==> src/rtl/core/assert_macros.svh <==
// Assertion macros shared by the field-code filter RTL.
// Each macro places one labeled concurrent assertion clocked on the given clock.
`ifndef ASSERT_MACROS_SVH
`define ASSERT_MACROS_SVH

// The expression must hold at every clock edge outside reset.
`define ASSERT_ALWAYS(label, clk, rstn, expr, msg) \
    label: assert property (@(posedge clk) disable iff (!(rstn)) (expr)) \
        else $error(msg);

// When the antecedent holds, the consequent must hold in the next cycle.
`define ASSERT_NEXT(label, clk, rstn, ante, cons, msg) \
    label: assert property (@(posedge clk) disable iff (!(rstn)) (ante) |=> (cons)) \
        else $error(msg);

// When the antecedent holds, the consequent must hold in the same cycle.
`define ASSERT_IMPLY(label, clk, rstn, ante, cons, msg) \
    label: assert property (@(posedge clk) disable iff (!(rstn)) (ante) |-> (cons)) \
        else $error(msg);

`endif

==> src/rtl/core/dfcf_pkg.sv <==
// Package for the field-code text filter: control byte codes and shared types.
// No dependencies; used by dfcf_stack, dfcf_map and doc_field_code_text_filter.
`timescale 1ns / 1ps

package dfcf_pkg;

    // Field code markers.
    localparam logic [7:0] CODE_BEGIN = 8'h13;
    localparam logic [7:0] CODE_SEP   = 8'h14;
    localparam logic [7:0] CODE_END   = 8'h15;

    // Text bytes with special handling.
    localparam logic [7:0] CODE_TAB        = 8'h09;
    localparam logic [7:0] CODE_NBHYPHEN   = 8'h1E;
    localparam logic [7:0] CODE_OPTHYPHEN  = 8'h1F;
    localparam logic [7:0] FIRST_PRINTABLE = 8'h20;
    localparam logic [7:0] HYPHEN_CHAR     = 8'h2D;

    // Status handed from the field stack to the byte mapper.
    typedef struct packed {
        logic hidden;    // some open field is still in its instruction part
        logic overflow;  // sticky overflow flag including this item's update
    } dfcf_status_t;

endpackage

==> src/rtl/core/dfcf_stack.sv <==
// Field nesting stack for the field-code text filter: stack bits, level and hidden count.
// Depends on dfcf_pkg and assert_macros.svh.
`timescale 1ns / 1ps
`include "assert_macros.svh"

module dfcf_stack #(
    parameter int MAX_NEST = 16
) (
    input  logic                 aclk,
    input  logic                 aresetn,
    input  logic                 step,
    input  logic [7:0]           in_byte,
    output dfcf_pkg::dfcf_status_t status
);

    localparam int LVL_W = $clog2(MAX_NEST + 1);

    // The stack is a shift line with the innermost open field in bit 0.
    logic [MAX_NEST-1:0] stack_reg, stack_next;
    logic [LVL_W-1:0]    level_reg, level_next;
    logic [LVL_W-1:0]    count_reg, count_next;
    logic                overflow_reg, overflow_next;

    always_comb begin
        stack_next    = stack_reg;
        level_next    = level_reg;
        count_next    = count_reg;
        overflow_next = overflow_reg;
        if (step) begin
            case (in_byte)
                dfcf_pkg::CODE_BEGIN: begin
                    if (level_reg != LVL_W'(MAX_NEST)) begin
                        stack_next = (stack_reg << 1) | MAX_NEST'(1);
                        level_next = level_reg + LVL_W'(1);
                        count_next = count_reg + LVL_W'(1);
                    end else begin
                        overflow_next = 1'b1;
                    end
                end
                dfcf_pkg::CODE_SEP: begin
                    if (stack_reg[0]) begin
                        stack_next = stack_reg & ~MAX_NEST'(1);
                        count_next = count_reg - LVL_W'(1);
                    end
                end
                dfcf_pkg::CODE_END: begin
                    if (level_reg != '0) begin
                        if (stack_reg[0]) begin
                            count_next = count_reg - LVL_W'(1);
                        end
                        stack_next = stack_reg >> 1;
                        level_next = level_reg - LVL_W'(1);
                    end
                end
                default: begin
                end
            endcase
        end
    end

    always_ff @(posedge aclk) begin
        if (!aresetn) begin
            stack_reg    <= '0;
            level_reg    <= '0;
            count_reg    <= '0;
            overflow_reg <= 1'b0;
        end else begin
            stack_reg    <= stack_next;
            level_reg    <= level_next;
            count_reg    <= count_next;
            overflow_reg <= overflow_next;
        end
    end

    // Hiding is decided on the state before this item; codes are dropped anyway.
    assign status.hidden   = (count_reg != '0);
    assign status.overflow = overflow_next;

    `ASSERT_ALWAYS(a_count_le_level, aclk, aresetn, count_reg <= level_reg,
        "hidden count exceeds stack level")
    `ASSERT_ALWAYS(a_level_in_range, aclk, aresetn, level_reg <= LVL_W'(MAX_NEST),
        "stack level exceeds maximum nesting")
    `ASSERT_NEXT(a_overflow_sticky, aclk, aresetn, overflow_reg, overflow_reg,
        "overflow flag cleared outside reset")

endmodule

==> src/rtl/core/dfcf_map.sv <==
// Byte classifier and mapper for the field-code text filter.
// Depends on dfcf_pkg.
`timescale 1ns / 1ps

module dfcf_map (
    input  logic                   [7:0] in_byte,
    input  dfcf_pkg::dfcf_status_t       status,
    output logic                         kept,
    output logic                   [7:0] out_byte
);

    logic is_code;

    assign is_code = (in_byte == dfcf_pkg::CODE_BEGIN) ||
                     (in_byte == dfcf_pkg::CODE_SEP)   ||
                     (in_byte == dfcf_pkg::CODE_END);

    always_comb begin
        kept     = 1'b0;
        out_byte = 8'h00;
        if (!is_code && !status.hidden) begin
            if (in_byte == dfcf_pkg::CODE_TAB) begin
                kept     = 1'b1;
                out_byte = in_byte;
            end else if (in_byte == dfcf_pkg::CODE_NBHYPHEN) begin
                kept     = 1'b1;
                out_byte = dfcf_pkg::HYPHEN_CHAR;
            end else if (in_byte >= dfcf_pkg::FIRST_PRINTABLE) begin
                kept     = 1'b1;
                out_byte = in_byte;
            end
        end
    end

endmodule

==> src/rtl/core/doc_field_code_text_filter.sv <==
// Channel  Direction  Ports                                       Item
// s_       in         s_valid s_ready s_in_byte                   one raw text byte
// m_       out        m_valid m_ready m_kept m_out_byte            one filtered byte
//                     m_nest_overflow
//
// Every input item yields exactly one result item, valid the cycle after acceptance.
// Throughput is one item per clock while m_ready is high; one stack step per byte.
// s_ready stays high while the result register is empty or being drained this cycle.
// A stall on m_ready holds the result register and pushes back on s_ready only.
// aresetn is synchronous and active low; it empties the stack and clears overflow.
//
// Top level of the field-code text filter. Depends on dfcf_pkg, dfcf_stack, dfcf_map
// and assert_macros.svh.
`timescale 1ns / 1ps
`include "assert_macros.svh"

module doc_field_code_text_filter #(
    parameter int MAX_NEST = 16
) (
    input  logic       aclk,
    input  logic       aresetn,

    input  logic       s_valid,
    output logic       s_ready,
    input  logic [7:0] s_in_byte,

    output logic       m_valid,
    input  logic       m_ready,
    output logic       m_kept,
    output logic [7:0] m_out_byte,
    output logic       m_nest_overflow
);

    // An item is taken whenever the result register is free or frees up this cycle,
    // so a waiting result never blocks the next byte for more than the stall itself.
    logic accept;
    logic valid_reg, valid_next;
    logic kept_reg;
    logic [7:0] byte_reg;
    logic overflow_reg;

    dfcf_pkg::dfcf_status_t status;
    logic       kept_c;
    logic [7:0] byte_c;

    assign s_ready = !valid_reg || m_ready;
    assign accept  = s_valid && s_ready;

    // The stack holds the nesting state; it advances only on an accepted item.
    dfcf_stack #(
        .MAX_NEST (MAX_NEST)
    ) u_stack (
        .aclk    (aclk),
        .aresetn (aresetn),
        .step    (accept),
        .in_byte (s_in_byte),
        .status  (status)
    );

    // The mapper decides visibility from the pre-update hidden state.
    dfcf_map u_map (
        .in_byte  (s_in_byte),
        .status   (status),
        .kept     (kept_c),
        .out_byte (byte_c)
    );

    always_comb begin
        valid_next = valid_reg;
        if (accept) begin
            valid_next = 1'b1;
        end else if (m_ready) begin
            valid_next = 1'b0;
        end
    end

    always_ff @(posedge aclk) begin
        if (!aresetn) begin
            valid_reg <= 1'b0;
        end else begin
            valid_reg <= valid_next;
        end
    end

    // Result payload needs no reset; it is only looked at while m_valid is high.
    always_ff @(posedge aclk) begin
        if (accept) begin
            kept_reg     <= kept_c;
            byte_reg     <= byte_c;
            overflow_reg <= status.overflow;
        end
    end

    assign m_valid         = valid_reg;
    assign m_kept          = kept_reg;
    assign m_out_byte      = byte_reg;
    assign m_nest_overflow = overflow_reg;

    `ASSERT_IMPLY(a_dropped_is_zero, aclk, aresetn, valid_reg && !kept_reg,
        byte_reg == 8'h00, "dropped item carries a nonzero byte")
    `ASSERT_NEXT(a_begin_dropped, aclk, aresetn,
        accept && (s_in_byte == dfcf_pkg::CODE_BEGIN), valid_reg && !kept_reg,
        "field begin byte was not dropped")
    `ASSERT_IMPLY(a_ready_when_empty, aclk, aresetn, !valid_reg, s_ready,
        "input stalled while result register is empty")

endmodule

==> config.mk <==
export PLATFORM = sky130hd
export DESIGN_NAME = doc_field_code_text_filter
export DESIGN_NICKNAME = d
export VERILOG_FILES = /design/src/rtl/core/dfcf_pkg.sv /design/src/rtl/core/dfcf_stack.sv /design/src/rtl/core/dfcf_map.sv /design/src/rtl/core/doc_field_code_text_filter.sv
export VERILOG_INCLUDE_DIRS = /design/src /design/src/rtl/core
export SDC_FILE = /design/constraint.sdc
export NUM_CORES = 1
export LEC_CHECK = 0
export BUFFER_PORTS_ARGS = -buffer_cell sky130_fd_sc_hd__buf_2
export CAP_MARGIN = 10
export CELL_PAD_IN_SITES_DETAIL_PLACEMENT = 1
export CELL_PAD_IN_SITES_GLOBAL_PLACEMENT = 1
export CORE_ASPECT_RATIO = 0.5
export CORE_UTILIZATION = 46
export CTS_CLUSTER_SIZE = 14
export DETAILED_ROUTE_END_ITERATION = 6
export PLACE_DENSITY_LB_ADDON = 0.2
export SYNTH_ARGS = -nofsm -noshare
export SYNTH_HDL_FRONTEND = slang
export SYNTH_SLANG_ARGS = --single-unit
==> constraint.sdc <==
create_clock -name aclk -period 4.4 [get_ports aclk]
set_input_delay 0.22 -clock aclk [delete_from_list [all_inputs] [get_ports aclk]]
set_output_delay 0.22 -clock aclk [all_outputs]
set_load 0.02 [all_outputs]
==> run_results.csv <==
group,metric,value,unit
floorplanning,rows,16,
place,gp_congestion,0.771,
setup_path,path_class,"in2reg",
place,place_area,2190,µm²
yosys,netlist.area_leader.share,27.1,%
clock_tree,cts_tree,"done",
sta,max_slew.worst_pin.slew,0.780,ns
sta,slew_viol_final,0,
yosys,syn-num-nets,245,
sta,hold_viol_final,0,
place,placedCellCount,292,
finish,fin_cells,300,
clock_tree,post_cts_buffers,0,
route,drtAntennaViolNets,0,
sta,holdWs,0.198,ns
global_route,grt_pass1_vias,1900,
route,wire_per_inst,18.2,µm
finish,final_layout_size_suffix_gt1_share,17.9,%
clock_tree,hold_buffers,0,
yosys,synth_cells,228,
finish,mostFrequentLayoutCells,"dfxtp_1, nand2_1, nor2_1, buf_2, nand3_1",
floorplanning,coreArea,4100,µm²
job,drv_cap,0,
setup_path,crit_slowest_cell,"or4_1",
pwr,p_clk_share,45.7,%
sta,fin_skew,0.0110,ns
route,vias,1804,
finish,syn2layout_area_growth,12.3,%
yosys,ys.flop_type,"dfxtp_1",
global_route,grt_max_degree,36,
setup_path,crit_buf_inv,2,
pwr,combPwrFrac,7.5,%
yosys,ys_seq_area_share,41.6,%
sta,rsz0062_at_grt,"no",
setup_path,cp_data_arrival_time,2.83,ns
global_route,grt_pass1_wl,9360,µm
floorplanning,start_util,50.5,%
sta,setup_tns,0,ns
pwr,total_power,788,µW
yosys,yosys_register_bits,38,
global_route,grt_overflow,0,
pwr,vdd_drop_max,0.194,mV
yosys,synth-async-reset-ratio,0,%
setup_path,startpoint_type,"input pin",
sta,period_share,61.0,%
pwr,p_int,611,µW
min_path,hold_path_class,"in2reg",
route,drt_pass1_iterations,4,
clock_tree,h-tree-depth,2,
setup_path,critPathMaxFanout,19,
sta,min_period,2.68,ns
yosys,netlist_top_cells_area,"dfxtp_1, edfxtp_1, nand3_1",
setup_path,cp_cell_sequence,"buf_2 > nor3_4 > nand2_2 > inv_2 > ha_1 > nand2_1 > nor4_1 > or4_1 > nand3_1 > a21oi_1",
clock_tree,post_cts_resized,0,
finish,largest_reg_flops,16,
clock_tree,clk_pin_slew,0.09,ns
pwr,p_seq_share,46.7,%
yosys,yosysTopAreaCell,"dfxtp_1",
route,route.detailed.drc,0,
yosys,syn_avg_cell_area,9.08,µm²
floorplanning,pin_count,24,
global_route,grt_usage,24.9,%
pwr,switchingPower,177,µW
route,wirelength,5460,µm
yosys,yosysWarningCount,0,
setup_path,cpPeakStageDelay,0.53,ns
sta,slew_headroom,47.9,%
yosys,yosys.cell_types.count,47,
place,dp_hpwl,3670,µm
clock_tree,numClockSinks,38,
setup_path,cp.required,4.55,ns
finish,layout.nets,262,
floorplanning,die_h,49.4,µm
clock_tree,clockBufferDepth,2,
yosys,synth_edf_count,10,
status,outcome,"completed",
pwr,switching_share,22.5,%
place,io_buffers,23,
setup_path,cp_top_family,"simple AND/OR/NAND/NOR gates",
floorplanning,dieArea,4790,µm²
pwr,leakage,0.849,nW
clock_tree,root_buffer,"clkbuf_8",
finish,final_common_cell,"dfxtp_1",
sta,setup_viol,0,
pwr,power_density,339,nW/µm²
setup_path,crit_path_end_kind,"flop",
route,via_per_inst,6.01,
global_route,grt_antenna_before_repair,0,
finish,diodes,0,
floorplanning,die_width,96.9,µm
finish,fin_area,2330,µm²
clock_tree,clk_latency,0.30,ns
yosys,synth_area,2070,µm²
sta,clock.fmax,0.373,GHz
clock_tree,cts_buffers,5,
route,drtIter0Drc,91,
layout make-up:
| cell class | instances | area [µm²] |
|---|---|---|
| clock buffers | 5 | 68.8 |
| flip-flops and latches | 38 | 861 |
| well taps | 54 | 67.6 |
| inverters | 4 | 15.0 |
| repair buffers | 24 | 123 |
| fillers | 487 | 1780 |
| clock inverters | 3 | 68.8 |
| multi-input cells | 172 | 1120 |
power groups by stage:
stage	sequential, mW	clock, mW	combinational [mW]
floorplan	0.384	0	0.0294
CTS	0.368	0.364	0.0597
finish	0.368	0.360	0.0594
global placement	0.376	0	0.0564
detailed placement	0.376	0	0.0589
global route	0.369	0.380	0.0646
layer usage:
metal  share of wire (%)  up-vias  GRT usage [%]
met5                   0        -              0
met4                 1.7        0           7.71
met3                 4.3       12           6.02
met2                  47       40           42.5
met1                  47      888           31.5
li1                    -      864              -
worst paths after layout:
check,to,depth (start not counted),slack [ns],start
worst max register to register,u_stack.level_reg[4]$_SDFFE_PN0P_,6,2.30,u_stack.level_reg[1]$_SDFFE_PN0P_
worst min-delay path,m_valid$_SDFFE_PN0P_,3,0.20,s_valid
worst max-delay path,u_stack.count_reg[3]$_SDFFE_PN0P_,10,1.72,s_in_byte[7]
worst min register to register,u_stack.stack_reg[15]$_SDFFE_PN0P_,2,0.48,u_stack.stack_reg[15]$_SDFFE_PN0P_
metrics by stage:
step / setup WS [ns] / utilization [%]
after detailed placement: 1.49 / 53.3
after floorplan: 2.05 / -
after CTS: 1.75 / 56.7
after global routing: 1.53 / 56.7
final: 1.72 / 56.7
after global placement: 1.66 / 53.3
cell usage after synthesis (2+ instances only):
cell / instances
a311oi_2: 3
o21ai_0: 5
nor3_4: 2
a211oi_1: 2
dfxtp_1: 28
inv_1: 3
edfxtp_1: 10
mux2i_1: 6
nor4_1: 3
xnor2_1: 5
ha_1: 5
and2_1: 3
nand2b_1: 9
nand3b_1: 3
or3_1: 2
a21oi_1: 12
nand3_1: 21
nand2_1: 27
clkbuf_1: 8
buf_6: 2
nor2_1: 23
nor3_1: 3
and3_1: 4
buf_2: 4
a31oi_1: 2
a311oi_1: 11
a21o_1: 2
worst min-delay path, stage by stage:
cell	delay, ns
buf_2	0.13
inv_1	0.06
a21oi_1	0.05
kinds of logic after synthesis:
| logic type | after synthesis | share of synthesized area, % |
|---|---|---|
| compound gates | 43 | 16.1 |
| xor+xnor | 6 | 2.54 |
| fa+ha+maj | 5 | 3.02 |
| buf+inv | 18 | 4.23 |
| flops | 38 | 41.6 |
| mux | 6 | 2.90 |
| simple gates | 112 | 29.6 |
(Power assumes the default switching activity.)
